--- src/hdl/ece_pkg.sv ---
// ----------------------------------------------------------------------------
// Easing curve evaluator package
// Fixed-point formats, curve codes, constant tables and the per-stage datapath.
// ----------------------------------------------------------------------------
package ece_pkg;

  // Fraction bits of progress and result
  localparam int FRAC_BITS = 16;
  localparam int PW        = FRAC_BITS + 1;
  localparam int EW        = FRAC_BITS + 2;

  // Internal Q28 format
  localparam int IB = 28;
  localparam int QW = 36;
  localparam int MW = 2 * QW;
  localparam int RW = IB + 1;
  localparam int VW = 2 * IB + 3;

  // Register stages after the input stage
  localparam int NSTG = 24;

  typedef logic signed [QW-1:0] q_t;

  localparam q_t ONE   = q_t'(1) <<< IB;
  localparam q_t HALF  = ONE >>> 1;
  localparam q_t TWO   = ONE <<< 1;
  localparam q_t THREE = ONE * 3;

  localparam q_t LN2_Q = 36'sd186065280;
  localparam q_t SIN_11 = -36'sd966;
  localparam q_t SIN_C [5] = '{36'sd43068, -36'sd1256767, 36'sd21392326,
                               -36'sd173399667, 36'sd421657428};

  // Reciprocals ceil(2^34 / k) for k = 1..10
  localparam int DIV_SH = 34;
  localparam logic [34:0] DIV_M [10] = '{35'd17179869184, 35'd8589934592,
                                         35'd5726623062, 35'd4294967296,
                                         35'd3435973837, 35'd2863311531,
                                         35'd2454267027, 35'd2147483648,
                                         35'd1908874354, 35'd1717986919};

  // Bounce pieces: A*x^2 - B*x + C
  localparam q_t BNC_A [4] = '{36'sd2030043136, 36'sd2436051763,
                               36'sd3239071596, 36'sd2899102925};
  localparam q_t BNC_B [4] = '{36'sd0, 36'sd2657511014,
                               36'sd5270852871, 36'sd5508295557};
  localparam q_t BNC_C [4] = '{36'sd0, 36'sd912680550,
                               36'sd2388555046, 36'sd2877628088};

  typedef enum logic [4:0] {
    K_LINEAR, K_QUAD_IN, K_QUAD_OUT, K_QUAD_IO, K_CUBIC_IN, K_CUBIC_OUT,
    K_CUBIC_IO, K_QUART_IN, K_QUART_OUT, K_QUART_IO, K_QUINT_IN, K_QUINT_OUT,
    K_QUINT_IO, K_SINE_IN, K_SINE_OUT, K_SINE_IO, K_CIRC_IN, K_CIRC_OUT,
    K_CIRC_IO, K_EXPO_IN, K_EXPO_OUT, K_EXPO_IO, K_ELASTIC_IN, K_ELASTIC_OUT,
    K_ELASTIC_IO, K_BACK_IN, K_BACK_OUT, K_BACK_IO, K_BOUNCE_IN, K_BOUNCE_OUT,
    K_BOUNCE_IO
  } kind_e;

  // One pipeline beat: every lane travels with the item
  typedef struct packed {
    logic [4:0]    kind;
    logic          lo;
    q_t            p;
    q_t            c;
    q_t            x;
    logic [2:0]    pn;
    q_t            pw;
    q_t            sa;
    q_t            sf2;
    q_t            st;
    logic          sneg;
    q_t            pe;
    q_t            pu;
    q_t            pr;
    q_t            pm;
    logic [3:0]    psh;
    q_t            qx;
    logic [RW-1:0] qr;
    logic [VW-1:0] qv;
    q_t            bx;
    logic [1:0]    bsel;
    q_t            bp2;
    q_t            ba;
    q_t            bb;
    q_t            bc;
    q_t            el;
    q_t            res;
  } st_t;

  // Q28 product, rounded half away from zero
  function automatic q_t mulq(input q_t a, input q_t b);
    logic signed [MW-1:0] pr;
    logic [MW-1:0] mag;
    logic [MW-1:0] sh;
    pr  = a * b;
    mag = pr[MW-1] ? unsigned'(-pr) : unsigned'(pr);
    sh  = (mag + (MW'(1) << (IB - 1))) >> IB;
    return pr[MW-1] ? -q_t'(sh[QW-1:0]) : q_t'(sh[QW-1:0]);
  endfunction

  // Halve, rounded half away from zero
  function automatic q_t half_q(input q_t a);
    q_t m;
    m = (a < 0) ? -a : a;
    m = (m + q_t'(1)) >>> 1;
    return (a < 0) ? -m : m;
  endfunction

  // Work of pipeline stage n on one beat
  function automatic st_t ece_stage(input int n, input st_t s);
    st_t           o;
    q_t            ma;
    q_t            mb;
    q_t            m;
    q_t            e;
    q_t            f;
    q_t            t;
    q_t            ax;
    q_t            rnd;
    logic [1:0]    quad;
    logic [VW-1:0] cand;
    logic [64:0]   dprod;
    int            i;
    int            k;
    o = s;

    // Power lane: x^n by repeated products
    if (n == 1) begin
      if (s.kind == K_QUAD_OUT) o.pw = mulq(s.p, TWO - s.p);
      else o.pw = mulq(s.x, s.x);
    end else if (n >= 2 && n <= 4) begin
      if (int'(s.pn) > n) o.pw = mulq(s.pw, s.x);
    end

    // Sine lane: reduce, square, Horner, finish
    if (n == 1) begin
      ax     = (s.sa < 0) ? -s.sa : s.sa;
      quad   = ax[IB+1:IB];
      f      = q_t'(ax[IB-1:0]);
      o.sa   = quad[0] ? ONE - f : f;
      o.sneg = (s.sa < 0) ^ quad[1];
    end else if (n == 2) begin
      o.sf2 = mulq(s.sa, s.sa);
    end else if (n >= 3 && n <= 7) begin
      o.st = SIN_C[n-3] + mulq(s.sf2, (n == 3) ? SIN_11 : s.st);
    end else if (n == 8) begin
      t = mulq(s.sa, s.st);
      if (t < 0) t = '0;
      if (t > ONE) t = ONE;
      o.st = s.sneg ? -t : t;
    end

    // Back core: x^3 - x * sin
    if (n == 9) o.bc = s.pw - mulq(s.x, s.st);

    // Exponential lane: split, series terms, final shift, elastic product
    if (n == 1) begin
      e     = (s.pe > 0) ? '0 : s.pe;
      o.psh = 4'(-(e >>> IB));
      f     = q_t'(e[IB-1:0]);
      o.pu  = mulq(f, LN2_Q);
      o.pr  = ONE;
    end else if (n >= 2 && n <= 20 && !n[0]) begin
      o.pm = mulq(s.pu, s.pr);
    end else if (n >= 3 && n <= 21 && n[0]) begin
      k     = 10 - ((n - 3) >>> 1);
      dprod = 65'(s.pm[29:0]) * 65'(DIV_M[k-1]);
      o.pr  = ONE + q_t'(dprod[64:DIV_SH]);
    end else if (n == 22) begin
      rnd  = (s.psh == 4'd0) ? '0 : (q_t'(1) << (s.psh - 4'd1));
      o.pr = (s.pr + rnd) >>> s.psh;
    end else if (n == 23) begin
      o.el = mulq(s.st, s.pr);
    end

    // Square root lane: operand, then two root bits per stage
    if (n == 1) begin
      ma = s.p;
      mb = s.p;
      if (s.kind == K_CIRC_OUT) ma = TWO - s.p;
      if (s.kind == K_CIRC_IO && !s.lo) begin
        ma = THREE - (s.p <<< 1);
        mb = (s.p <<< 1) - ONE;
      end
      m = mulq(ma, mb);
      unique case (s.kind)
        K_CIRC_IN:  o.qx = ONE - m;
        K_CIRC_OUT: o.qx = m;
        K_CIRC_IO:  o.qx = s.lo ? ONE - (m <<< 2) : m;
        default:    o.qx = '0;
      endcase
    end else if (n == 2) begin
      o.qv = (s.qx <= 0) ? '0 : (VW'(s.qx[IB:0]) << IB);
      o.qr = '0;
    end else if (n >= 3 && n <= 17) begin
      for (int d = 0; d < 2; d++) begin
        i = IB - 2 * (n - 3) - d;
        if (i >= 0) begin
          cand = (VW'(o.qr) << (i + 1)) + (VW'(1) << (2 * i));
          if (o.qv >= cand) begin
            o.qv = o.qv - cand;
            o.qr = o.qr | (RW'(1) << i);
          end
        end
      end
    end

    // Bounce lane: piece select, products, sum
    if (n == 1) begin
      if (s.bx * 11 < ONE * 4) o.bsel = 2'd0;
      else if (s.bx * 11 < ONE * 8) o.bsel = 2'd1;
      else if (s.bx * 10 < ONE * 9) o.bsel = 2'd2;
      else o.bsel = 2'd3;
      o.bp2 = mulq(s.bx, s.bx);
      o.bb  = mulq(s.bx, BNC_B[o.bsel]);
    end else if (n == 2) begin
      o.ba = mulq(s.bp2, BNC_A[s.bsel]);
    end else if (n == 3) begin
      o.ba = s.ba - s.bb + BNC_C[s.bsel];
    end

    // Combine lanes per curve
    if (n == 24) begin
      m = q_t'(s.qr);
      unique case (s.kind)
        K_QUAD_IN, K_QUAD_OUT, K_CUBIC_IN, K_QUART_IN, K_QUINT_IN: o.res = s.pw;
        K_CUBIC_OUT, K_QUART_OUT, K_QUINT_OUT: o.res = ONE - s.pw;
        K_QUAD_IO:    o.res = s.lo ? (s.pw <<< 1) : ONE - (s.pw <<< 1);
        K_CUBIC_IO:   o.res = s.lo ? (s.pw <<< 2) : ONE - (s.pw <<< 2);
        K_QUART_IO:   o.res = s.lo ? (s.pw <<< 3) : ONE - (s.pw <<< 3);
        K_QUINT_IO:   o.res = s.lo ? (s.pw <<< 4) : ONE - (s.pw <<< 4);
        K_SINE_IN:    o.res = s.st + ONE;
        K_SINE_OUT:   o.res = s.st;
        K_SINE_IO:    o.res = half_q(ONE - s.st);
        K_CIRC_IN:    o.res = ONE - m;
        K_CIRC_OUT:   o.res = m;
        K_CIRC_IO:    o.res = s.lo ? half_q(ONE - m) : half_q(m + ONE);
        K_EXPO_IN:    o.res = (s.p == 0) ? '0 : s.pr;
        K_EXPO_OUT:   o.res = (s.p == ONE) ? ONE : ONE - s.pr;
        K_EXPO_IO: begin
          if (s.p == 0) o.res = '0;
          else if (s.p == ONE) o.res = ONE;
          else o.res = s.lo ? half_q(s.pr) : ONE - half_q(s.pr);
        end
        K_ELASTIC_IN:  o.res = s.el;
        K_ELASTIC_OUT: o.res = s.el + ONE;
        K_ELASTIC_IO:  o.res = s.lo ? half_q(s.el) : half_q(s.el + TWO);
        K_BACK_IN:     o.res = s.bc;
        K_BACK_OUT:    o.res = ONE - s.bc;
        K_BACK_IO:     o.res = s.lo ? half_q(s.bc) : half_q(ONE - s.bc) + HALF;
        K_BOUNCE_IN:   o.res = ONE - s.ba;
        K_BOUNCE_OUT:  o.res = s.ba;
        K_BOUNCE_IO:   o.res = s.lo ? half_q(ONE - s.ba) : half_q(s.ba) + HALF;
        default:       o.res = s.p;
      endcase
    end
    return o;
  endfunction

endpackage

--- src/hdl/ece_out.sv ---
// ----------------------------------------------------------------------------
// Easing output stage
// Rounds the Q28 curve value to the output format, saturates and strobes it.
// ----------------------------------------------------------------------------
module ece_out (
  input  logic                          clk_i,
  input  logic                          rst_ni,
  input  logic                          valid_i,
  input  ece_pkg::q_t                   res_i,
  output logic                          done_o,
  output logic signed [ece_pkg::EW-1:0] eased_value_o
);
  import ece_pkg::*;

  localparam int SH = IB - FRAC_BITS;
  localparam q_t SAT_HI = (q_t'(2) <<< FRAC_BITS) - q_t'(1);
  localparam q_t SAT_LO = -(q_t'(2) <<< FRAC_BITS);

  q_t                   mag;
  q_t                   rv;
  logic signed [EW-1:0] value_d;
  logic signed [EW-1:0] value_q;
  logic                 done_q;

  // Round half away from zero, then saturate
  always_comb begin
    mag = (res_i < 0) ? -res_i : res_i;
    mag = (mag + (q_t'(1) <<< (SH - 1))) >>> SH;
    rv  = (res_i < 0) ? -mag : mag;
    if (rv > SAT_HI) rv = SAT_HI;
    if (rv < SAT_LO) rv = SAT_LO;
    value_d = rv[EW-1:0];
  end

  // Strobe result beat
  always_ff @(posedge clk_i or negedge rst_ni) begin
    if (!rst_ni) begin
      done_q <= 1'b0;
    end else begin
      done_q <= valid_i;
    end
  end

  always_ff @(posedge clk_i) begin
    if (valid_i) begin
      value_q <= value_d;
    end
  end

  assign done_o        = done_q;
  assign eased_value_o = value_q;

endmodule

--- config.mk ---
export PLATFORM = sky130hd
export DESIGN_NAME = ece_out
export DESIGN_NICKNAME = d
export VERILOG_FILES = /design/src/hdl/ece_pkg.sv /design/src/hdl/ece_out.sv
export SDC_FILE = /design/constraint.sdc
export NUM_CORES = 1
export LEC_CHECK = 0
export ABC_AREA = 1
export ABC_CLOCK_PERIOD_IN_PS = 800
export BUFFER_PORTS_ARGS = -buffer_cell sky130_fd_sc_hd__buf_2
export CORE_MARGIN = 2
export CORE_UTILIZATION = 60
export CTS_CLUSTER_DIAMETER = 100
export DETAILED_ROUTE_END_ITERATION = 12
export GPL_ROUTABILITY_DRIVEN = 0
export PLACE_DENSITY = 0.89
export SYNTH_ARGS = -nofsm -noshare
export SYNTH_HDL_FRONTEND = slang
export SYNTH_SLANG_ARGS = --single-unit
--- constraint.sdc ---
create_clock -name clk_i -period 0.8 [get_ports clk_i]
set_input_delay 0.04 -clock clk_i [delete_from_list [all_inputs] [get_ports clk_i]]
set_output_delay 0.04 -clock clk_i [all_outputs]
set_load 0.02 [all_outputs]
==> results.cfg, run 1 <==
[outcome]
status = stopped before the end
failed_stage = 5_1_grt
error = [ERROR GRT-0232] Routing congestion too high. Check the congestion heatmap in the GUI.

[grt]
grt_start_max_net_pins = 22
gr-total-overflow = 401
grt_use_total_pct = 89.7

[clock_network]
cts_buffers = 3
cts_buffer_depth = 2
clkSinkCount = 19
cts_root_buf = clkbuf_8
cts.htree.levels = 1

[yosys]
syn_inst = 671
synth_area_leaders = nand2_1 (26%), edfxtp_1 (15%), nand3_1 (9.0%)
yosysUniqueCellTypes = 32
synth_seq_cells = 19
yosysWarnings = 0
seq_area_frac_synth_pct = 15.2
mappedNetlistArea_um2 = 3720
yosys.area.top_type = nand2_1
avgSynthCellArea_um2 = 5.55
syn-num-nets = 712
yosysTopAreaCellShare_pct = 26.2

[placement]
pre_cts_ws_ns = -2.54
place_hpwl_um = 9700
placed_area_um2 = 5070
io_buffer_count = 57

[floorplanning]
io_pins = 58
fp.dieW_um = 82.8
start_util_pct = 62.5
rows = 28
die_h_um = 82.8

[timing]
endpoint_type = sequential cell input
postGrtWorstEndpoint = eased_value_o[16]$_SDFFCE_PP0P_/D
## routing by layer
| metal | GRT overflow | GRT usage (%) |
|---|---|---|
| met4 | 90 | 104 |
| met1 | 4 | 81.2 |
| met2 | 297 | 122 |
| met5 | 0 | 17.5 |
| met3 | 10 | 60.8 |
## cells by family after synthesis
| logic type | Yosys count | share of synthesized area [%] |
|---|---|---|
| DFF | 19 | 15.2 |
| xor gates and xnor gates | 18 | 4.24 |
| and+or+nand+nor | 516 | 66.6 |
| AOI/OAI and AO/OA | 14 | 2.42 |
| buffers and inverters | 102 | 10.9 |
| adders and majority gates | 2 | 0.672 |
## synthesized netlist by cell type
| library cell | n |
|---|---|
| buf_6 | 2 |
| edfxtp_1 | 18 |
| nor2_1 | 79 |
| nor2_2 | 23 |
| nor2_4 | 7 |
| o41ai_1 | 1 |
| xnor2_1 | 4 |
| nand3b_1 | 8 |
| clkinv_1 | 1 |
| nor4_1 | 1 |
| o21ai_0 | 7 |
| inv_1 | 85 |
| inv_2 | 5 |
| clkbuf_1 | 3 |
| nand2_2 | 29 |
| nand3_4 | 3 |
| nand2_1 | 260 |
| dfrtp_1 | 1 |
| buf_2 | 4 |
| nor2_8 | 4 |
| nand2_4 | 6 |
| buf_1 | 1 |
| nand3_1 | 67 |
| a21oi_1 | 4 |
| nand3_2 | 6 |
| xor2_1 | 14 |
| o21bai_4 | 1 |
| nand4_1 | 19 |
| inv_4 | 1 |
| nor3_1 | 4 |
| ha_1 | 2 |
| o21bai_1 | 1 |
## per-stage QoR
stage               util [%]  setup TNS (ns)  instances
floorplan                  -          -34.15        671
global placement        85.2          -41.16        922
detailed placement      85.2          -44.73        922
CTS                     91.7          -38.29        945
## timing repair
| action | 4_1_cts |
|---|---|
| pin swaps | 26 |
| setup buffers | 16 |
| endpoints found under the hold margin | 1 |
| cloned | 2 |
| setup endpoints to repair | 37 |
| resized for setup | 44 |
| hold buffers | 1 |
==> run 2: changes to the inputs <==
- CORE_UTILIZATION: 60 -> 40
- CTS_CLUSTER_DIAMETER: 100 -> unset
- PLACE_DENSITY: 0.89 -> unset
- PLACE_DENSITY_LB_ADDON: unset -> 0.15
==> run 2 against run 1 <==
  * Synthesized area stayed put
  * The flow now finishes, with violations (negative setup slack)
  * Synthesized cell count did not move
==> results.cfg, run 2 <==
[worst_setup_path]
critical-path-max-stage-delay_ns = 0.22
cp_data_required_time_ns = 0.81
critical_path_class = in2reg
arrival_ns = 2.93
path_delay_family = simple AND/OR/NAND/NOR gates
crit_path_start = res_i[1]
crit_slowest_cell = o21bai_4
cp_common_cell = nand2_2
path_max_fanout = 8
crit_cells = 27
path_buf_inv = 4
startpoint_type = input pin
worstSetupEndpointType = flop

[drt]
ant_nets = 0
drc = 0
viasPerCell = 4.77
wl_per_cell_um = 11.2
vias = 4706
drt_iter0_drc = 127
firstDrtPassIters = 4
wl_um = 11000

[placement]
io_buffer_count = 57
dp.cells = 963
place_hpwl_um = 8810

[yosys]
mappedNetlistArea_um2 = 3720
synth-async-reset-ratio_pct = 5.26
avgSynthCellArea_um2 = 5.55
synth_flop_cell = edfxtp_1
synth_commonest_cells = nand2_1 (260), inv_1 (85), nor2_1 (79), nand3_1 (67), nand2_2 (29)
synth_seq_cells = 19
yosysUniqueCellTypes = 32
syn_inst = 671
syn-num-nets = 712
yosysTopAreaCellShare_pct = 26.2
yosysWarnings = 0
seq_area_frac_synth_pct = 15.2
synth_area_leaders = nand2_1 (26%), edfxtp_1 (15%), nand3_1 (9.0%)
synth_edf_count = 18
yosysMostFrequentCell = nand2_1
yosys.area.top_type = nand2_1

[power]
combPwrFrac_pct = 61.0
netSwitchingFraction_pct = 40.1
p_int_w = 0.00287
power.total_w = 0.00479
peakVddDrop_uv = 622
leakagePower_nw = 3.08
p_sw_w = 0.00192
power_density_nw_per_um2 = 809
power.share.sequential_pct = 25.9
clkPwrFrac_pct = 13.1

[clock_network]
cts_root_buf = clkbuf_8
cts_tree = done
cts.htree.levels = 1
path_clk_slew_ns = 0.06
cts_buffer_depth = 2
clkSinkCount = 19
cts_buffers = 3

[timing]
rsz0062_at_grt = true
timing.final.crit_share_pct = 365
finalMaxSlewViolations = 0
setup_viol = 33
hold_viol = 0
max_freq_ghz = 0.343
slew_headroom_pct = 74.4
worst_pin_slew_ns = 0.380
min_period_ns = 2.92
finalWorstSetupSlack_ns = -2.12
setup_tns_ns = -37.45

[grt]
grt_pass1_wl_um = 17700
grt_start_max_net_pins = 31
gr-total-overflow = 0
grt_pass1_vias = 4258
antenna_found_initial = 0
grt_use_total_pct = 20.7

[floorplanning]
coreArea_um2 = 9150
rows = 35
dieArea_um2 = 10100
fp.dieW_um = 100
io_pins = 58
die_h_um = 100
start_util_pct = 40.7

[finish]
post_route_cells_drive_above_1_share_pct = 45.3
final-instance-count-excl-fill = 986
final_common_cell = nand2_1
area.growth.synth_to_final_pct = 59.2
largest_reg_flops = 18
n_antenna_cell = 0
final_cell_mix = nand2_1 (203), buf_4 (141), inv_1 (83), nand2_2 (79), nand3_1 (62)
final_net_count = 917

[outcome]
status = complete, but fails checks
violations = negative setup slack

[min_path]
hp-class = in2async

[run]
maxCapViolations = 0
run 2: cell counts after synthesis:
No cell type changed its count.
run 2: timing repair:
action,4_1_cts,5_1_grt
pin swaps,15,39
resized for setup,40,120
hold buffers,1,0
endpoints found under the setup margin,36,37
cloned,1,3
buffers inserted,10,4
endpoints found under the hold margin,1,0
run 2: cells by family (layout without fill, tap and decap cells):
group | Yosys count | count (layout) | share of synthesized area (%)
AND/OR/NAND/NOR | 516 | 518 | 66.6
AO/OA/AOI/OAI | 14 | 14 | 2.42
buffers and inverters | 102 | 304 | 10.9
XOR/XNOR | 18 | 18 | 4.24
adder cells (fa/ha/maj) | 2 | 2 | 0.672
flip-flops | 19 | 19 | 15.2
run 2: through the flow:
step / hold slack (ns) / setup WS [ns] / instance area [um2] / utilization [%]
floorplan: -0.256 / -1.98 / 3760 / -
detailed placement: -0.183 / -2.42 / 5180 / 56.6
finish: 0.101 / -2.12 / 5930 / 64.7
global placement: -0.185 / -2.34 / 5180 / 56.6
CTS: 0.0778 / -2.09 / 5470 / 59.8
global route: 0.112 / -2.37 / 5930 / 64.7
run 2: final timing paths:
kind | end | slack, ns
worst max-delay path | eased_value_o[12] | -2.12
worst min-delay path | done_o | 0.10
max in group asynchronous | done_o | 0.61
min in group clk_i | done_o | 0.12
run 2: final cells by class:
type,instances,area (um2)
Clock buffer,4,45.0
Sequential cell,19,566
Timing Repair Buffer,208,1620
Fill cell,848,3230
Tap cell,111,139
Inverter,92,348
Multi-Input combinational cell,552,3210
run 2: power by group through the flow:
stage                     Combinational, W  Sequential [W]  Clock (W)
final                              0.00292         0.00124   0.000628
after global routing               0.00322         0.00125   0.000686
after CTS                          0.00259         0.00122   0.000643
after detailed placement           0.00247         0.00124          0
after global placement             0.00242         0.00124          0
after floorplan                    0.00129         0.00137          0
run 2: layer usage:
| metal | GRT usage (%) | vias to the layer above | wire (um) |
|---|---|---|---|
| li1 | - | 2497 | - |
| met1 | 24.8 | 2110 | 4700 |
| met2 | 41.6 | 85 | 5970 |
| met3 | 0.555 | 14 | 272 |
| met4 | 2.74 | 0 | 99 |
| met5 | 0 | - | 0 |
No activity file was read; power rests on OpenSTA's default activity.
