**config.mk**
```make
export PLATFORM = sky130hd
export DESIGN_NAME = ece_prep
export DESIGN_NICKNAME = d
export VERILOG_FILES = /design/src/hdl/ece_pkg.sv /design/src/hdl/ece_prep.sv
export SDC_FILE = /design/constraint.sdc
export NUM_CORES = 1
export LEC_CHECK = 0
export ABC_AREA = 1
export BUFFER_PORTS_ARGS = -buffer_cell sky130_fd_sc_hd__buf_4
export CORE_AREA = 2 2 315 317
export DETAILED_ROUTE_END_ITERATION = 7
export DIE_AREA = 0 0 317 319
export GPL_ROUTABILITY_DRIVEN = 0
export PLACE_DENSITY = 0.42
export SLEW_MARGIN = 20
export SYNTH_ARGS = -nofsm -noshare
export SYNTH_HDL_FRONTEND = slang
export SYNTH_SLANG_ARGS = --single-unit
```
**constraint.sdc**
```tcl
create_clock -name clk_i -period 0.8 [get_ports clk_i]
set_input_delay 0.12 -clock clk_i [delete_from_list [all_inputs] [get_ports clk_i]]
set_output_delay 0.12 -clock clk_i [all_outputs]
set_load 0.01 [all_outputs]
```
**src/hdl/ece_pkg.sv**
```systemverilog
// ----------------------------------------------------------------------------
// Easing curve evaluator package
// Fixed-point formats, curve codes, constant tables and the per-stage datapath.
// ----------------------------------------------------------------------------
package ece_pkg;

  // Fraction bits of progress and result
  localparam int FRAC_BITS = 16;
  localparam int PW        = FRAC_BITS + 1;
  localparam int EW        = FRAC_BITS + 2;

  // Internal Q28 format
  localparam int IB = 28;
  localparam int QW = 36;
  localparam int MW = 2 * QW;
  localparam int RW = IB + 1;
  localparam int VW = 2 * IB + 3;

  // Register stages after the input stage
  localparam int NSTG = 24;

  typedef logic signed [QW-1:0] q_t;

  localparam q_t ONE   = q_t'(1) <<< IB;
  localparam q_t HALF  = ONE >>> 1;
  localparam q_t TWO   = ONE <<< 1;
  localparam q_t THREE = ONE * 3;

  localparam q_t LN2_Q = 36'sd186065280;
  localparam q_t SIN_11 = -36'sd966;
  localparam q_t SIN_C [5] = '{36'sd43068, -36'sd1256767, 36'sd21392326,
                               -36'sd173399667, 36'sd421657428};

  // Reciprocals ceil(2^34 / k) for k = 1..10
  localparam int DIV_SH = 34;
  localparam logic [34:0] DIV_M [10] = '{35'd17179869184, 35'd8589934592,
                                         35'd5726623062, 35'd4294967296,
                                         35'd3435973837, 35'd2863311531,
                                         35'd2454267027, 35'd2147483648,
                                         35'd1908874354, 35'd1717986919};

  // Bounce pieces: A*x^2 - B*x + C
  localparam q_t BNC_A [4] = '{36'sd2030043136, 36'sd2436051763,
                               36'sd3239071596, 36'sd2899102925};
  localparam q_t BNC_B [4] = '{36'sd0, 36'sd2657511014,
                               36'sd5270852871, 36'sd5508295557};
  localparam q_t BNC_C [4] = '{36'sd0, 36'sd912680550,
                               36'sd2388555046, 36'sd2877628088};

  typedef enum logic [4:0] {
    K_LINEAR, K_QUAD_IN, K_QUAD_OUT, K_QUAD_IO, K_CUBIC_IN, K_CUBIC_OUT,
    K_CUBIC_IO, K_QUART_IN, K_QUART_OUT, K_QUART_IO, K_QUINT_IN, K_QUINT_OUT,
    K_QUINT_IO, K_SINE_IN, K_SINE_OUT, K_SINE_IO, K_CIRC_IN, K_CIRC_OUT,
    K_CIRC_IO, K_EXPO_IN, K_EXPO_OUT, K_EXPO_IO, K_ELASTIC_IN, K_ELASTIC_OUT,
    K_ELASTIC_IO, K_BACK_IN, K_BACK_OUT, K_BACK_IO, K_BOUNCE_IN, K_BOUNCE_OUT,
    K_BOUNCE_IO
  } kind_e;

  // One pipeline beat: every lane travels with the item
  typedef struct packed {
    logic [4:0]    kind;
    logic          lo;
    q_t            p;
    q_t            c;
    q_t            x;
    logic [2:0]    pn;
    q_t            pw;
    q_t            sa;
    q_t            sf2;
    q_t            st;
    logic          sneg;
    q_t            pe;
    q_t            pu;
    q_t            pr;
    q_t            pm;
    logic [3:0]    psh;
    q_t            qx;
    logic [RW-1:0] qr;
    logic [VW-1:0] qv;
    q_t            bx;
    logic [1:0]    bsel;
    q_t            bp2;
    q_t            ba;
    q_t            bb;
    q_t            bc;
    q_t            el;
    q_t            res;
  } st_t;

  // Q28 product, rounded half away from zero
  function automatic q_t mulq(input q_t a, input q_t b);
    logic signed [MW-1:0] pr;
    logic [MW-1:0] mag;
    logic [MW-1:0] sh;
    pr  = a * b;
    mag = pr[MW-1] ? unsigned'(-pr) : unsigned'(pr);
    sh  = (mag + (MW'(1) << (IB - 1))) >> IB;
    return pr[MW-1] ? -q_t'(sh[QW-1:0]) : q_t'(sh[QW-1:0]);
  endfunction

  // Halve, rounded half away from zero
  function automatic q_t half_q(input q_t a);
    q_t m;
    m = (a < 0) ? -a : a;
    m = (m + q_t'(1)) >>> 1;
    return (a < 0) ? -m : m;
  endfunction

  // Work of pipeline stage n on one beat
  function automatic st_t ece_stage(input int n, input st_t s);
    st_t           o;
    q_t            ma;
    q_t            mb;
    q_t            m;
    q_t            e;
    q_t            f;
    q_t            t;
    q_t            ax;
    q_t            rnd;
    logic [1:0]    quad;
    logic [VW-1:0] cand;
    logic [64:0]   dprod;
    int            i;
    int            k;
    o = s;

    // Power lane: x^n by repeated products
    if (n == 1) begin
      if (s.kind == K_QUAD_OUT) o.pw = mulq(s.p, TWO - s.p);
      else o.pw = mulq(s.x, s.x);
    end else if (n >= 2 && n <= 4) begin
      if (int'(s.pn) > n) o.pw = mulq(s.pw, s.x);
    end

    // Sine lane: reduce, square, Horner, finish
    if (n == 1) begin
      ax     = (s.sa < 0) ? -s.sa : s.sa;
      quad   = ax[IB+1:IB];
      f      = q_t'(ax[IB-1:0]);
      o.sa   = quad[0] ? ONE - f : f;
      o.sneg = (s.sa < 0) ^ quad[1];
    end else if (n == 2) begin
      o.sf2 = mulq(s.sa, s.sa);
    end else if (n >= 3 && n <= 7) begin
      o.st = SIN_C[n-3] + mulq(s.sf2, (n == 3) ? SIN_11 : s.st);
    end else if (n == 8) begin
      t = mulq(s.sa, s.st);
      if (t < 0) t = '0;
      if (t > ONE) t = ONE;
      o.st = s.sneg ? -t : t;
    end

    // Back core: x^3 - x * sin
    if (n == 9) o.bc = s.pw - mulq(s.x, s.st);

    // Exponential lane: split, series terms, final shift, elastic product
    if (n == 1) begin
      e     = (s.pe > 0) ? '0 : s.pe;
      o.psh = 4'(-(e >>> IB));
      f     = q_t'(e[IB-1:0]);
      o.pu  = mulq(f, LN2_Q);
      o.pr  = ONE;
    end else if (n >= 2 && n <= 20 && !n[0]) begin
      o.pm = mulq(s.pu, s.pr);
    end else if (n >= 3 && n <= 21 && n[0]) begin
      k     = 10 - ((n - 3) >>> 1);
      dprod = 65'(s.pm[29:0]) * 65'(DIV_M[k-1]);
      o.pr  = ONE + q_t'(dprod[64:DIV_SH]);
    end else if (n == 22) begin
      rnd  = (s.psh == 4'd0) ? '0 : (q_t'(1) << (s.psh - 4'd1));
      o.pr = (s.pr + rnd) >>> s.psh;
    end else if (n == 23) begin
      o.el = mulq(s.st, s.pr);
    end

    // Square root lane: operand, then two root bits per stage
    if (n == 1) begin
      ma = s.p;
      mb = s.p;
      if (s.kind == K_CIRC_OUT) ma = TWO - s.p;
      if (s.kind == K_CIRC_IO && !s.lo) begin
        ma = THREE - (s.p <<< 1);
        mb = (s.p <<< 1) - ONE;
      end
      m = mulq(ma, mb);
      unique case (s.kind)
        K_CIRC_IN:  o.qx = ONE - m;
        K_CIRC_OUT: o.qx = m;
        K_CIRC_IO:  o.qx = s.lo ? ONE - (m <<< 2) : m;
        default:    o.qx = '0;
      endcase
    end else if (n == 2) begin
      o.qv = (s.qx <= 0) ? '0 : (VW'(s.qx[IB:0]) << IB);
      o.qr = '0;
    end else if (n >= 3 && n <= 17) begin
      for (int d = 0; d < 2; d++) begin
        i = IB - 2 * (n - 3) - d;
        if (i >= 0) begin
          cand = (VW'(o.qr) << (i + 1)) + (VW'(1) << (2 * i));
          if (o.qv >= cand) begin
            o.qv = o.qv - cand;
            o.qr = o.qr | (RW'(1) << i);
          end
        end
      end
    end

    // Bounce lane: piece select, products, sum
    if (n == 1) begin
      if (s.bx * 11 < ONE * 4) o.bsel = 2'd0;
      else if (s.bx * 11 < ONE * 8) o.bsel = 2'd1;
      else if (s.bx * 10 < ONE * 9) o.bsel = 2'd2;
      else o.bsel = 2'd3;
      o.bp2 = mulq(s.bx, s.bx);
      o.bb  = mulq(s.bx, BNC_B[o.bsel]);
    end else if (n == 2) begin
      o.ba = mulq(s.bp2, BNC_A[s.bsel]);
    end else if (n == 3) begin
      o.ba = s.ba - s.bb + BNC_C[s.bsel];
    end

    // Combine lanes per curve
    if (n == 24) begin
      m = q_t'(s.qr);
      unique case (s.kind)
        K_QUAD_IN, K_QUAD_OUT, K_CUBIC_IN, K_QUART_IN, K_QUINT_IN: o.res = s.pw;
        K_CUBIC_OUT, K_QUART_OUT, K_QUINT_OUT: o.res = ONE - s.pw;
        K_QUAD_IO:    o.res = s.lo ? (s.pw <<< 1) : ONE - (s.pw <<< 1);
        K_CUBIC_IO:   o.res = s.lo ? (s.pw <<< 2) : ONE - (s.pw <<< 2);
        K_QUART_IO:   o.res = s.lo ? (s.pw <<< 3) : ONE - (s.pw <<< 3);
        K_QUINT_IO:   o.res = s.lo ? (s.pw <<< 4) : ONE - (s.pw <<< 4);
        K_SINE_IN:    o.res = s.st + ONE;
        K_SINE_OUT:   o.res = s.st;
        K_SINE_IO:    o.res = half_q(ONE - s.st);
        K_CIRC_IN:    o.res = ONE - m;
        K_CIRC_OUT:   o.res = m;
        K_CIRC_IO:    o.res = s.lo ? half_q(ONE - m) : half_q(m + ONE);
        K_EXPO_IN:    o.res = (s.p == 0) ? '0 : s.pr;
        K_EXPO_OUT:   o.res = (s.p == ONE) ? ONE : ONE - s.pr;
        K_EXPO_IO: begin
          if (s.p == 0) o.res = '0;
          else if (s.p == ONE) o.res = ONE;
          else o.res = s.lo ? half_q(s.pr) : ONE - half_q(s.pr);
        end
        K_ELASTIC_IN:  o.res = s.el;
        K_ELASTIC_OUT: o.res = s.el + ONE;
        K_ELASTIC_IO:  o.res = s.lo ? half_q(s.el) : half_q(s.el + TWO);
        K_BACK_IN:     o.res = s.bc;
        K_BACK_OUT:    o.res = ONE - s.bc;
        K_BACK_IO:     o.res = s.lo ? half_q(s.bc) : half_q(ONE - s.bc) + HALF;
        K_BOUNCE_IN:   o.res = ONE - s.ba;
        K_BOUNCE_OUT:  o.res = s.ba;
        K_BOUNCE_IO:   o.res = s.lo ? half_q(ONE - s.ba) : half_q(s.ba) + HALF;
        default:       o.res = s.p;
      endcase
    end
    return o;
  endfunction

endpackage

```
**src/hdl/ece_prep.sv**
```systemverilog
// ----------------------------------------------------------------------------
// Easing input stage
// Clamps progress, converts it to Q28 and forms the operands of every lane.
// ----------------------------------------------------------------------------
module ece_prep (
  input  logic                   clk_i,
  input  logic                   rst_ni,
  input  logic                   valid_i,
  input  logic [4:0]             kind_i,
  input  logic [ece_pkg::PW-1:0] progress_i,
  output logic                   valid_o,
  output ece_pkg::st_t           beat_o
);
  import ece_pkg::*;

  localparam logic [PW-1:0] PROG_ONE = PW'(1) << FRAC_BITS;

  logic [PW-1:0] prog;
  st_t           beat_d;
  st_t           beat_q;
  logic          valid_q;

  // Form lane operands
  always_comb begin
    beat_d      = '0;
    prog        = (progress_i > PROG_ONE) ? PROG_ONE : progress_i;
    beat_d.kind = kind_i;
    beat_d.p    = q_t'(prog) <<< (IB - FRAC_BITS);
    beat_d.c    = ONE - beat_d.p;
    beat_d.lo   = beat_d.p < HALF;

    unique case (kind_i)
      K_QUAD_IN, K_CUBIC_IN, K_QUART_IN, K_QUINT_IN, K_BACK_IN: beat_d.x = beat_d.p;
      K_QUAD_OUT, K_CUBIC_OUT, K_QUART_OUT, K_QUINT_OUT, K_BACK_OUT: beat_d.x = beat_d.c;
      K_QUAD_IO, K_CUBIC_IO, K_QUART_IO, K_QUINT_IO:
        beat_d.x = beat_d.lo ? beat_d.p : beat_d.c;
      K_BACK_IO:
        beat_d.x = beat_d.lo ? (beat_d.p <<< 1) : TWO - (beat_d.p <<< 1);
      default: beat_d.x = beat_d.p;
    endcase

    unique case (kind_i)
      K_CUBIC_IN, K_CUBIC_OUT, K_CUBIC_IO, K_BACK_IN, K_BACK_OUT, K_BACK_IO:
        beat_d.pn = 3'd3;
      K_QUART_IN, K_QUART_OUT, K_QUART_IO: beat_d.pn = 3'd4;
      K_QUINT_IN, K_QUINT_OUT, K_QUINT_IO: beat_d.pn = 3'd5;
      default: beat_d.pn = 3'd2;
    endcase

    // Sine argument in quarter turns
    unique case (kind_i)
      K_SINE_IN:     beat_d.sa = beat_d.p - ONE;
      K_SINE_OUT:    beat_d.sa = beat_d.p;
      K_SINE_IO:     beat_d.sa = (beat_d.p <<< 1) + ONE;
      K_ELASTIC_IN:  beat_d.sa = q_t'(13) * beat_d.p;
      K_ELASTIC_OUT: beat_d.sa = -(q_t'(13) * (beat_d.p + ONE));
      K_ELASTIC_IO:
        beat_d.sa = beat_d.lo ? q_t'(26) * beat_d.p : -(q_t'(26) * beat_d.p);
      K_BACK_IN, K_BACK_OUT, K_BACK_IO: beat_d.sa = beat_d.x <<< 1;
      default: beat_d.sa = '0;
    endcase

    // Power-of-two exponent
    unique case (kind_i)
      K_EXPO_IN, K_ELASTIC_IN:   beat_d.pe = q_t'(10) * (beat_d.p - ONE);
      K_EXPO_OUT, K_ELASTIC_OUT: beat_d.pe = -(q_t'(10) * beat_d.p);
      K_EXPO_IO, K_ELASTIC_IO:
        beat_d.pe = beat_d.lo ? q_t'(20) * beat_d.p - q_t'(10) * ONE
                              : q_t'(10) * ONE - q_t'(20) * beat_d.p;
      default: beat_d.pe = '0;
    endcase

    // Bounce argument
    unique case (kind_i)
      K_BOUNCE_IN:  beat_d.bx = beat_d.c;
      K_BOUNCE_OUT: beat_d.bx = beat_d.p;
      K_BOUNCE_IO:
        beat_d.bx = beat_d.lo ? ONE - (beat_d.p <<< 1) : (beat_d.p <<< 1) - ONE;
      default: beat_d.bx = '0;
    endcase
  end

  // Hold valid bit
  always_ff @(posedge clk_i or negedge rst_ni) begin
    if (!rst_ni) begin
      valid_q <= 1'b0;
    end else begin
      valid_q <= valid_i;
    end
  end

  // Capture operands
  always_ff @(posedge clk_i) begin
    if (valid_i) begin
      beat_q <= beat_d;
    end
  end

  assign valid_o = valid_q;
  assign beat_o  = beat_q;

endmodule

```
==> flow_metrics.py <==
metrics = {
    "drt": {
        "routed_wl_mm": 68.3,
        "wire_per_inst_um": 15.2,
        "via_per_inst": 3.72,
        "ant_nets": 0,
        "drt_first_pass_iters": 4,
        "route.vias.total": 16700,
        "drtIter0Drc": 721,
        "drc": 0,
    },
    "floorplanning": {
        "design.core.area_sq_mm": 0.0977,
        "rows": 115,
        "io_pins": 814,
        "die_y_um": 319,
        "die_w_um": 317,
        "die-area_sq_mm": 0.101,
        "start_util_pct": 18.4,
    },
    "setup_path": {
        "startpoint": "progress_i[8]",
        "slowest_delay_ns": 0.58,
        "endpoint_kind": "flip-flop",
        "endpoint": "beat_o[630]",
        "crit_fanout": 6,
        "worstPathRequired_ns": 1.01,
        "critPathKind": "input port to flip-flop",
        "slowest_stage": "fa_1",
        "path_cells": "buf_8 > nor2_4 > nand2_2 > nor2_4 > nand2_2 > nand2_4 > buf_6 > nand2_8 > clkinvlp_4 > ha_2 > inv_2 > fa_1 > ha_4 > ha_4 > nand2_1 > buf_4 > nor2_2 > inv_1 > nor3_2 > nand3_1 > nand3_2 > a21oi_2 > a211oi_2 > nand2_1",
        "worstSetupStartpointType": "input port",
        "crit_arrival_ns": 3.70,
    },
    "synth": {
        "synth_edf_count": 128,
        "ys_seq_elements": 129,
        "avgSynthCellArea_sq_um": 7.43,
        "syn-cell-area_sq_mm": 0.0180,
        "synth_warnings": 0,
        "syn-instance-count": 2417,
        "ys_seq_area_share_pct": 21.5,
        "ys_async_sr_fraction_pct": 0.775,
        "synth.distinct_cells": 58,
        "ys.flop_type": "edfxtp_1",
    },
    "power_and_ir_drop": {
        "seqPwrFrac_pct": 19.9,
        "p_leak_uw": 0.0134,
        "switchingPower_uw": 17400,
        "combPwrFrac_pct": 60.5,
        "power.density_mw_per_mm2": 1480,
        "p_sw_share_pct": 41.0,
        "power.share.clock_pct": 19.6,
        "total_power_uw": 42400,
        "irDropWorstVdd_mv": 1.64,
        "internal_power_uw": 25000,
    },
    "timing": {
        "fin_ws_ns": -2.70,
        "final.period_utilization_pct": 437,
        "max_freq_mhz": 286,
        "slew_viol_final": 0,
        "hold_viol": 0,
        "rsz0062_at_grt": "true",
        "setup_viol": 264,
        "finalCriticalPeriod_ns": 3.50,
    },
    "final_layout": {
        "drive_gt1_share_pct": 49.0,
        "antennaDiodeCount": 0,
        "mostFrequentLayoutCell": "conb_1",
        "final_cell_mix": "643 x conb_1, 618 x buf_4, 291 x nand2_1",
        "fin_nets": 3373,
        "final_area_sq_mm": 0.0287,
        "area_growth_pct": 59.8,
        "final_cells": 4484,
    },
    "place": {
        "port_buffers": 170,
        "place_inst": 4328,
        "place_area_sq_mm": 0.0229,
        "dpl.hpwl_mm": 56.0,
        "pre_cts_ws_ns": -3.70,
    },
    "worst_hold_path": {
        "hold_path_class": "input port to flip-flop",
    },
    "outcome": {
        "status": "finished, violations left",
        "violations": "setup timing",
    },
    "global_route": {
        "overflow": 0,
        "grt_pass1_wl_mm": 95.1,
        "grt_antenna_before_repair": 1,
        "grt_start_max_net_pins": 46,
        "grt_pass1_vias": 15500,
        "grt_usage_pct": 12.6,
    },
    "clock_tree": {
        "clkSlewWorstSetupHoldPaths_ns": 0.07,
        "cts-buffers-inserted": 17,
        "h-tree-depth": 4,
        "clock_path_buffers": 2,
        "cts-root-buf": "clkbuf_16",
        "tritoncts": "done",
        "cts.sinks": 129,
    },
    "flow_run": {
        "cap_violations": 0,
    },
}
metal layers:
| layer | global-route usage [%] | share of wire (%) | vias up |
|---|---|---|---|
| li1 | - | - | 8142 |
| met1 | 15.3 | 41 | 7894 |
| met2 | 21.8 | 51 | 556 |
| met3 | 1.48 | 4.6 | 90 |
| met4 | 5.97 | 3.7 | 2 |
| met5 | 0 | 0.019 | - |
state kept, by name, indices dropped and copies added, names as in the netlist:
signal and cells:
beat_o 128, valid_o 1
final cells by class:
type / instances / area (sq um)
Clock buffer: 17 / 425
Clock inverter: 15 / 183
Fill cell: 10300 / 69000
Inverter: 236 / 1030
Multi-Input combinational cell: 1995 / 14600
Sequential cell: 129 / 3870
Tap cell: 1287 / 1610
Timing Repair Buffer: 805 / 7000
cells by family (layout without fill, tap and decap cells):
logic type / count (synthesis) / in the layout / synth area share, %
buffers and inverters: 935 / 1073 / 33.5
and+or+nand+nor: 879 / 879 / 21.4
AOI/OAI and AO/OA: 282 / 282 / 9.26
adders and majority gates: 164 / 164 / 12.6
DFF: 129 / 129 / 21.5
xor gates and xnor gates: 27 / 27 / 1.59
other: 1 / 643 / 0.0209
power groups by stage:
stage               clock network (uW)  registers (uW)  logic (uW)
finish                            8300            8450       25600
global route                      8830            8510       27500
CTS                               8590            8470       22600
detailed placement                   0            8600       18200
global placement                     0            8600       18300
floorplan                            0            8800       11500
repair_timing:
item / in CTS / in global routing
endpoints found under the hold margin: 6 / 0
resized for setup: 506 / 516
pin swaps: 131 / 227
hold buffers: 7 / 0
buffers inserted: 69 / 74
endpoints found under the setup margin: 264 / 266
worst min-delay path by stage:
stage	startpoint	slack (ns)	depth (start not counted)	endpoint
2_1_floorplan	rst_ni	-0.18	0	valid_o
3_5_place_dp	rst_ni	-0.10	1	valid_o
6_report	kind_i[4]	0.05	3	beat_o[672]
3_3_place_gp	rst_ni	-0.10	1	valid_o
4_1_cts	kind_i[4]	0.03	3	beat_o[672]
5_1_grt	valid_i	0.07	2	valid_o
through the flow:
| step | utilization, % | setup TNS [ns] | hold WS (ns) |
|---|---|---|---|
| final | 29.4 | -215.41 | 0.0459 |
| after global routing | 29.4 | -233.92 | 0.0659 |
| after CTS | 26.9 | -219.13 | 0.0296 |
| after detailed placement | 23.4 | -260.96 | -0.104 |
| after global placement | 23.4 | -265.05 | -0.105 |
| after floorplan | - | -159.49 | -0.176 |
synth_stat cells (3+ instances only):
| cell type | n | area share (%) |
|---|---|---|
| nor3_2 | 3 | 0.17 |
| nand3_1 | 149 | 4.2 |
| xor2_1 | 17 | 0.83 |
| xor2_2 | 3 | 0.27 |
| nand3b_1 | 8 | 0.33 |
| nand2_4 | 11 | 0.69 |
| nand4_1 | 24 | 0.84 |
| o2111ai_1 | 3 | 0.15 |
| nor2_1 | 145 | 3.0 |
| buf_1 | 7 | 0.15 |
| nand2_1 | 488 | 10 |
| o21bai_1 | 5 | 0.21 |
| or2_2 | 4 | 0.14 |
| ha_1 | 135 | 9.4 |
| xnor2_1 | 5 | 0.24 |
| o21ai_0 | 87 | 2.4 |
| edfxtp_1 | 128 | 21 |
| a21oi_1 | 107 | 3.0 |
| fa_1 | 29 | 3.2 |
| nor4_1 | 3 | 0.10 |
| o211ai_1 | 23 | 0.96 |
| o221ai_1 | 23 | 1.1 |
| a21boi_0 | 4 | 0.17 |
| o22ai_1 | 10 | 0.35 |
| clkbuf_1 | 19 | 0.40 |
| inv_1 | 219 | 4.6 |
| buf_4 | 661 | 28 |
| buf_2 | 11 | 0.31 |
| nor3_1 | 16 | 0.45 |
| inv_2 | 15 | 0.31 |
| nor2_2 | 5 | 0.17 |
| nand2_2 | 14 | 0.49 |
worst max-delay path: cells and delay by family:
kind	cells	cell delay [ns]
simple gates	12	1.33
fa+ha+maj	4	1.27
buf+inv	6	0.72
compound gates	2	0.27
Note: power is estimated with default switching activity, not from simulation.
